`src/hdl/prv_ram.sv`:
```
// Generic single-write, single-read RAM with registered read data.
module prv_ram #(
  parameter int unsigned Width = 32,
  parameter int unsigned Depth = 128
) (
  input  logic                     clk_i,
  input  logic                     we_i,
  input  logic [$clog2(Depth)-1:0] waddr_i,
  input  logic [Width-1:0]         wdata_i,
  input  logic [$clog2(Depth)-1:0] raddr_i,
  output logic [Width-1:0]         rdata_o
);

  logic [Width-1:0] mem_q [Depth];

  always_ff @(posedge clk_i) begin
    if (we_i) begin
      mem_q[waddr_i] <= wdata_i;
    end
    rdata_o <= mem_q[raddr_i];
  end

endmodule

```
`config.mk`:
```
export PLATFORM = sky130hd
export DESIGN_NAME = prv_ram
export DESIGN_NICKNAME = d
export VERILOG_FILES = /design/src/hdl/prv_ram.sv
export SDC_FILE = /design/constraint.sdc
export NUM_CORES = 2
export LEC_CHECK = 0
export ABC_CLOCK_PERIOD_IN_PS = 7000
export BUFFER_PORTS_ARGS = -buffer_cell sky130_fd_sc_hd__buf_2
export CORE_UTILIZATION = 60
export CTS_BUF_LIST = sky130_fd_sc_hd__clkbuf_4 sky130_fd_sc_hd__clkbuf_8
export DETAILED_ROUTE_END_ITERATION = 12
export PLACE_DENSITY = 0.74
export SYNTH_ARGS = -nofsm -noshare
export SYNTH_HDL_FRONTEND = slang
export SYNTH_SLANG_ARGS = --single-unit
```
`constraint.sdc`:
```
create_clock -name clk_i -period 7 [get_ports clk_i]
set_input_delay 0.35 -clock clk_i [delete_from_list [all_inputs] [get_ports clk_i]]
set_output_delay 0.35 -clock clk_i [all_outputs]
set_load 0.005 [all_outputs]
```
After elaboration in Yosys (flattened, before gate mapping)
Memories as Yosys holds them, arrays and structs flattened. A register that Yosys moved wholly into a read port is not among the register bits.
Index checks and enable logic that the tools add are counted.
{"block": "word_totals", "regBits": 0, "mem_bits_rw": 4096, "in_bits": 48, "output_inout_bits": 32, "wordCells": 3, "memories": 1}
{"block": "classes", "n_mux": 2}
{"memory": "mem_q", "words": 128, "width": 32, "read_ports": 1, "rd_ports_with_merged_regs": 1, "write_ports": 1, "line": "14", "rtl": "logic [Width-1:0] mem_q [Depth];"}
{"operator": "$mux W1", "count": 2}

Depth between registers and ports, before layout
{"block": "logic_depth", "word_depth": 2, "mapped_depth": 8, "ltp_nobuf": 4}

Least setup slack after synthesis
OpenSTA, ideal clock, no wires.
{"block": "synth_path", "kind": "in2reg", "start": "input we_i", "end": "memory mem_q[98][0], enable pin", "arrival_ps": 3128, "required_time_ps": 6539, "slack_ps": 3411, "path_stages": 3, "path_buffers": 1, "path_cell_list": "clkbuf_1 > nand4_1 > nor3_1"}
{"block": "synth_via", "elab_chain_len": 2}
{"item": "start, declared", "line": "7", "rtl": "input logic we_i,"}
{"item": "$mux W1", "line": "17", "rtl": "if (we_i) begin"}
{"item": "$mux W1 (implied by the code)", "line": "18", "rtl": "mem_q[waddr_i] <= wdata_i;"}
{"item": "end, declared", "line": "14"}
Every way passes these cells.

==> qor.yml <==
synthesis:
  synth_area_per_cell_um2: 26.09
  synth_nets: 6038
  yosys-top-cells-area: "edfxtp_1 79%, mux4_2 19%, clkbuf_1 0.44%"
  synth_top_cell_area_share: 0.7871
  synth_top_cell_by_area: "edfxtp_1"
  yosysMostFrequentCell: "edfxtp_1"
  synth_edf_count: 4096
  synth_seq_cells: 4128
  syn-cell-area_mm2: 0.1563
  syn_inst: 5990
  ys_seq_area_frac: 0.7912
  async_reset_ff_frac: 0
  yosysWarnings: 0
  yosys-top-cells-count: "4,096 x edfxtp_1, 1,344 x mux4_2, 182 x clkbuf_1"
  synth_flop_cell: "edfxtp_1"
  synth_cell_types: 17
global_route:
  grt_overflow_total: 0
  grt_pass1_vias: 73750
  grt_max_degree: 128
  grt_usage: 0.3150
  grt_pass1_wl_um: 565300
  antenna_found_initial: 42
setup_path:
  startpoint: "raddr_i[0]"
  critical_path_required_ps: 7920
  path_class: "in2reg"
  critPathMaxFanout: 85
  ff2ff_setup_slack_ps: 4370
  reg2reg_depth: 4
  r2r-start: "mem_q[126][30]"
  crit-reg2reg-capture: "rdata_o[30]"
  endpoint_kind: "flop"
  arrival_ps: 4110
  critPathLaunchType: "primary input"
cells_and_area:
  final_util: 0.6786
  finalNonFillerCells: 10530
  drive_gt1_frac: 0.3909
  nNetsFinal: 6683
  num-fill-cells: 14990
  syn_to_final_growth_pct: 11.98
placement:
  placed_cells: 9358
  dpl.hpwl_um: 221500
  place_congestion: 0.8671
  numPortBuffers: 79
run_status:
  outcome: "complete, no violations"
clock_network:
  cts_sinks: 4128
  numCtsBuffers: 626
  cts_tree: "yes"
  htreeDepth: 6
  post_cts_buffers: 0
  clk_pin_slew_ps: 60
  cts_buffer_depth: 4
  cts_hold_buf: 33
  clock_latency_ps: 1060
  post_cts_resized: 0
  cts-root-buf: "clkbuf_8"
route:
  viasPerCell: 6.970
  vias: 73400
  ant_nets: 0
  drc: 0
  finalWirelength_um: 407400
  dr.first_iter.drc_count: 11840
  wl_per_cell_um: 38.69
  drtPass1Iterations: 6
timing:
  finClkSkew_ps: 68.47
  min_period_ps: 3198
  fin_setup_tns_ps: 0
  drv_slew: 0
  post-route-period-util: 0.4569
  tightest_slew_ps: 1354
  slew_headroom: 0.09703
  setup_viol_count_final: 0
  fmax_mhz: 312.7
  rsz0062_at_grt: "no"
  hold_violations: 0
hold_path:
  hold_class: "in2reg"
  min_path_cells: 3
  hp-start: "raddr_i[6]"
  min_to: "rdata_o[2]"
floorplan:
  rows: 186
  die_w_um: 512.4
  dieArea_mm2: 0.2625
  coreArea_mm2: 0.2579
  ios: 80
  start_util: 0.6061
  die_h_um: 512.4
pwr:
  p_per_area_mw_per_mm2: 280.8
  p_leak_nw: 53.96
  power.total_mw: 49.14
  peakVddDrop_mv: 0.2412
flow_run:
  cap_violations: 0
## critical path: stages
cell,delay (ps)
buf_12,540
buf_12,580
mux4_2,610
mux4_2,620
mux4_2,670
mux2_2,310
## report_power, final
part	internal, mW	switching, mW
logic	0.995	1.62
clock network	10.1	9.03
registers	27.3	0.127
total	38.4	10.8
## flip-flops by register name, indices dropped and copies added (netlist names)
name	flops
mem_q	4096
rdata_o	32
## worst max-delay path by stage
stage,to,slack (ps),depth (start not counted)
floorplan,mem_q[98][0],3410,3
global placement,rdata_o[10],2890,6
detailed placement,rdata_o[10],2790,6
CTS,rdata_o[10],3910,6
global route,rdata_o[10],3770,6
finish,rdata_o[10],3800,6
## cell type report
cell class                 instances  area, um^2  area share
sequential                      4128      123600      0.7065
clock buffer                     878       10690     0.06108
antenna                           40       100.1   0.0005720
timing repair buffer             333        2825     0.01614
clock inverter                   221        1215    0.006943
tap                             3384        4234     0.02420
multi-input combinational       1546       32290      0.1845
## layer usage
layer  GRT usage  up-vias  routed length, um
met1      0.4305    39040             137500
met2      0.4837     5725             193700
met4      0.1540       10              21970
met3     0.07803      838              54240
li1            -    27790                  -
met5           0        -                 73
## placed cells by master (no fill, tap or decap), types with 11 or more instances in the layout
master         instances
clkinv_1             132
clkbuf_8             655
buf_12                25
clkinv_2              48
buf_2                 40
mux2_2                32
clkbuf_4             223
diode_2               40
buf_4                230
nor2_4               119
nand2_1               11
dfxtp_1               32
dlygate4sd3_1         33
edfxtp_1            4096
clkinvlp_4            22
mux4_2              1344
## kinds of logic after synthesis
kind of cell	share of synthesized area
buffers and inverters	0.008391
DFF	0.7912
muxes	0.1960
and+or+nand+nor	0.004460
## per-stage QoR
| stage | setup slack, ps | hold slack, ps | instance area [um^2] |
|---|---|---|---|
| 2_1_floorplan | 3411 | 448.9 | 156300 |
| 3_3_place_gp | 2892 | 752.4 | 162700 |
| 3_5_place_dp | 2791 | 769.3 | 162700 |
| 4_1_cts | 3910 | 6.934 | 174900 |
| 5_1_grt | 3773 | 67.02 | 174900 |
| 6_report | 3802 | 103.7 | 175000 |
No activity file was read; power rests on OpenSTA's default activity.
