File: config.mk
export PLATFORM = sky130hd
export DESIGN_NAME = prv_mod_unit
export DESIGN_NICKNAME = d
export VERILOG_FILES = /design/src/hdl/prv_mod_unit.sv
export SDC_FILE = /design/constraint.sdc
export NUM_CORES = 1
export LEC_CHECK = 0
export ABC_CLOCK_PERIOD_IN_PS = 2050
export BUFFER_PORTS_ARGS = -buffer_cell sky130_fd_sc_hd__clkbuf_2
export CORE_ASPECT_RATIO = 1.4
export CORE_MARGIN = 3
export CORE_UTILIZATION = 54
export DETAILED_ROUTE_END_ITERATION = 8
export PLACE_DENSITY = 0.85
export SLEW_MARGIN = 20
export SYNTH_ARGS = -nofsm -noshare
export SYNTH_HDL_FRONTEND = slang
export SYNTH_SLANG_ARGS = --single-unit
File: constraint.sdc
create_clock -name clk_i -period 2.05 [get_ports clk_i]
set_input_delay 0.41 -clock clk_i [delete_from_list [all_inputs] [get_ports clk_i]]
set_output_delay 0.41 -clock clk_i [all_outputs]
set_load 0.02 [all_outputs]
File: src/hdl/prv_mod_unit.sv
// Bit-serial restoring remainder unit: a 32-bit dividend modulo a small divisor.
module prv_mod_unit #(
  parameter int unsigned NW = 8
) (
  input  logic          clk_i,
  input  logic          rst_ni,
  input  logic          start_i,
  input  logic [31:0]   dividend_i,
  input  logic [NW-1:0] divisor_i,
  output logic          done_o,
  output logic [NW-1:0] rem_o
);

  logic [31:0]   dvd_q;
  logic [NW-1:0] rem_q;
  logic [4:0]    cnt_q;
  logic          busy_q;
  logic          done_q;
  logic [NW:0]   trial;
  logic [NW:0]   dsr;
  logic [NW-1:0] rem_d;

  always_comb begin
    trial = {rem_q, dvd_q[31]};
    dsr   = {1'b0, divisor_i};
    if (trial >= dsr) begin
      rem_d = NW'(trial - dsr);
    end else begin
      rem_d = NW'(trial);
    end
  end

  always_ff @(posedge clk_i or negedge rst_ni) begin
    if (!rst_ni) begin
      busy_q <= 1'b0;
      done_q <= 1'b0;
      cnt_q  <= '0;
    end else begin
      done_q <= 1'b0;
      if (start_i) begin
        busy_q <= 1'b1;
        cnt_q  <= '0;
      end else if (busy_q) begin
        cnt_q <= cnt_q + 5'd1;
        if (cnt_q == 5'd31) begin
          busy_q <= 1'b0;
          done_q <= 1'b1;
        end
      end
    end
  end

  always_ff @(posedge clk_i) begin
    if (start_i) begin
      dvd_q <= dividend_i;
      rem_q <= '0;
    end else if (busy_q) begin
      dvd_q <= {dvd_q[30:0], 1'b0};
      rem_q <= rem_d;
    end
  end

  assign done_o = done_q;
  assign rem_o  = rem_q;

endmodule

# == After elaboration in Yosys (flattened, before gate mapping) ==
# Index checks and enable logic that the tools add are counted.
# op_classes
n_mux,11
magnitude_cmp,1
n_reduce_logical,1
addsub,2
eq_ne,1
# op_table
op,count
$mux W32,2
$mux W5,2
$ge A9 B8 Y1,1
$mux W8,1
$sub A8 B8 Y8,1
$mux W1,6
$add A5 B1 Y5 const B,1
$eq A5 B5 Y1 const B,1
$reduce_bool A2 Y1,1
# totals
word_cells,21
reg_bits,47
out_inout_bits,9

# == Longest topological paths before layout ==
# depth
depth_word,4
ltp_mapped,9
mapped_depth_nobuf,9

# == Least setup slack after synthesis ==
# OpenSTA, ideal clock, no wires.
# synth_path
path_type,register to register
startpoint,"reg rem_q[1], in the netlist rem_o[1]"
endpoint,"reg rem_q[6], in the netlist rem_o[6]"
n_path_buf,0
arrival_ps,1859
required_ps,1983
path_slack_ps,124
stages_incl_launch_ff,8
path_cell_list,dfxtp_1 ha_1 nor2b_4 o31a_1 o21a_1 o21a_1 o31a_1 o21ai_2
# synth_between
elab_chain_cells,2
elab_cells_between_ends,3
cone_classes,1 x add/sub; 1 x order compare; 1 x mux
# synth_lines
item,line,source
from (decl),15,logic [NW-1:0] rem_q;
from (signal assigned),59,rem_q <= rem_d;
$sub A8 B8 Y8 / $ge A9 B8 Y1 (equally long branches),"27, 26",
$mux W8 *,26,if (trial >= dsr) begin
# Mark *: on every way between the ends. The rest lies on a longest branch, timed or not.
# A chain may end at the register's enable or synchronous reset.

# == Worst setup path in the final report ==
# layout_path
startpoint,reg dvd_q[31]
endpoint,"reg rem_q[6], in the netlist rem_o[6]"
# layout_between
elab_chain_cells,2
elab_cells_between_ends,3
cone_classes,1 x add/sub; 1 x order compare; 1 x mux
# layout_lines
item,line,source
from (decl),14,logic [31:0] dvd_q;
from (signal assigned),55,dvd_q <= dividend_i;
from (signal assigned),58,"dvd_q <= {dvd_q[30:0], 1'b0};"
$sub A8 B8 Y8 / $ge A9 B8 Y1 (equally long branches),"27, 26",
$mux W8 *,26,
# Marks and branches as above.

==> flow_summary.ini <==
[status]
status = finished, final reports clean

[cts]
cts_buffers = 5
cts.path.max_buffers = 2
cts.root.buffer_cell = clkbuf_8
htreeDepth = 2
path_clk_slew_ns = 0.08
clk_latency_ns = 0.29
cts_tree = built
cts.sinks = 47

[job]
drv_cap = 0

[drt]
wirelength_mm = 4.56
drt_iter0_markers = 39
drt-vias-per-instance = 5.26
ant_nets = 0
drc = 0
firstDrtPassIters = 4
dr_total_vias = 1663
wire_per_inst_um = 14.4

[synth]
synth-seq-cells = 47
synth_area_leaders = edfxtp_1 (41%), mux2_2 (15%), dfrtp_1 (7.4%)
syn_area_sq_um = 2360
ys_seq_area_share_pct = 54.8
synth_top_area_share_pct = 40.6
post-synth-top-count-cell = edfxtp_1
postSynth.asyncResetShare_pct = 14.9
synth_mux_area_share_pct = 16.0
yosys.area_share.simple_pct = 7.94
synth-edff-count = 32
synthTopCellsByCount = edfxtp_1 (32), mux2_2 (31), nor2_1 (17)
syn_nets = 243
synth_area_per_cell_sq_um = 12.5
synth_top_family_by_area = multiplexers
synth-xor-area-share_pct = 1.85
synthDistinctLibCells = 38
yosysTopAreaCell = edfxtp_1
synth-compound-area-share_pct = 9.89
synthAdderAreaFrac_pct = 6.14
ys.flop_type = edfxtp_1
syn_inst = 189
yosysWarnings = 0

[setup_path]
cp_max_fo = 3
critical-path-slowest-cell = edfxtp_1
crit_type = reg2reg
crit_path_end_kind = flop
worstSetupStartpointType = flop
crit_chain = inv_2 > ha_4 > fa_2 > nor2b_4 > o31a_1 > o21a_1 > o21a_1 > o31a_1 > o21ai_2
critPathArrivalTime_ns = 2.22
max_stage_delay_ns = 0.42
crit_required_ns = 2.28

[global_route]
antenna_found_initial = 0
grt_usage_pct = 19.3
grt_max_degree = 29
grt_pass1_wl_mm = 7.50
grt_overflow = 0
grt_pass1_vias = 1792

[sta]
fin_crit_sh_pct = 96.8
tightest_slew_ns = 0.439
slew_violations = 0
hold_viol = 0
finalSetupViolCount = 0
slew_headroom_pct = 70.6
skew_ns = 0.00602
hold-worst-slack_ns = 0.411
fmax_mhz = 504
rsz0062_at_grt = yes
period_needed_ns = 1.99

[floorplanning]
die_h_um = 84.3
dieArea_sq_um = 5220
die_w_um = 61.9
start_util_pct = 57.9
rows = 27
core_area_sq_um = 4090
pin_count = 52

[finish]
syn_to_final_growth_pct = 23.1
instances_no_fill = 316
nets = 311
nFillCells = 306
drive_gt1_share_pct = 43.0
n_antenna_cell = 0
final_util_pct = 71.2

[pwr]
vdd_drop_max_mv = 0.492
p_switching_uw = 951
clock_power_share_pct = 17.8
sequentialPowerShare_pct = 42.5
p_leak_uw = 0.00130
internal_power_uw = 1990
comb_power_share_pct = 39.6
power_density_nw_per_um2 = 1010
p_sw_share_pct = 32.4

[hold_path]
holdCritPathClass = in2reg

[place]
dp.cells = 304
post-dp-hpwl_mm = 3.38
gp_congestion = 0.771
portBuffers = 51
[flip-flops by register name (all words and copies together) (netlist names)]
register / flops
cnt_q: 5
busy_q: 1
done_o: 1
dvd_q: 32
rem_o: 8
[final timing paths]
path / from / end / slack (ns) / cells past startpoint
max in group asynchronous: rst_ni / cnt_q[0] / 1.40 / 2
min reg2reg: rem_o[6] / rem_o[6] / 0.50 / 2
min: dividend_i[8] / dvd_q[8] / 0.41 / 2
max: dvd_q[31] / rem_o[6] / 0.06 / 9
max reg2reg: dvd_q[31] / rem_o[6] / 0.06 / 9
min in group asynchronous: rst_ni / busy_q / 0.48 / 2
[logic make-up (layout without fill, tap and decap cells)]
family / Yosys count / after routing
buf+inv: 19 / 88
compound gates: 34 / 34
fa+ha+maj: 11 / 11
xor+xnor: 5 / 5
simple gates: 39 / 39
flops: 47 / 47
mux: 34 / 34
[through the flow]
stage          cell area (sq um)  setup slack [ns]  TNS [ns]  total power [uW]
2_1_floorplan               2360             0.124         0              1990
4_1_cts                     2860            0.0114         0              2850
3_3_place_gp                2770            0.0394         0              2270
5_1_grt                     2910           -0.0178   -0.0178              3130
6_report                    2910            0.0649         0              2940
3_5_place_dp                2770           -0.0283   -0.0773              2320
[metal layers]
metal | wire, um | vias up | global-route usage, % | share of wire (%)
met4 | 105 | 0 | 7.53 | 2.3
li1 | - | 822 | - | -
met3 | 231 | 10 | 5.38 | 5.1
met1 | 1750 | 784 | 20.7 | 38
met2 | 2470 | 47 | 33.9 | 54
met5 | 0 | - | 0 | 0
[placed cells by master, fill, tap and decap left out, types with 2 or more instances in the layout]
cell type and n:
a211oi_1 4, dfxtp_1 8, buf_4 14, ha_1 9
inv_1 11, mux2i_1 3, nand2_1 8, xor2_1 2
clkbuf_2 51, o21ai_0 6, mux2_2 31, nand2b_1 4
clkbuf_8 5, xnor2_1 3, nor2b_1 2, o21a_1 3
o31a_1 2, dfrtp_1 7, nor3_1 2, nor2_1 17
edfxtp_1 32, buf_12 2, clkbuf_1 2, a21oi_1 10
[final cells by class]
type                            count  area, sq um  area share, %
Clock buffer                        7         76.3           2.62
Multi-Input combinational cell    123         1000           34.5
Tap cell                           58         72.6           2.49
Inverter                           12         45.0           1.55
Timing Repair Buffer               68          410           14.1
Clock inverter                      1         5.00          0.172
Sequential cell                    47         1300           44.5
[power groups by stage]
stage                     Clock, uW  Combinational, uW  Sequential, uW
after floorplan                   0                671            1320
final                           524               1160            1250
after global routing            580               1280            1270
after detailed placement          0               1050            1270
after global placement            0               1010            1260
after CTS                       542               1060            1250
[critical path, delay by kind of cell (launching register included)]
kind | cells | cell delay, ns
compound gates | 5 | 0.98
fa+ha+maj | 2 | 0.38
buf+inv | 1 | 0.09
flops | 1 | 0.42
simple gates | 1 | 0.05
[repair_timing]
item	4_1_cts	5_1_grt
setup endpoints to repair	0	2
hold buffers	1	0
endpoints found under the hold margin	7	0
setup buffers	0	3
resized for setup	0	4
Power figures use the tool's default switching activity.
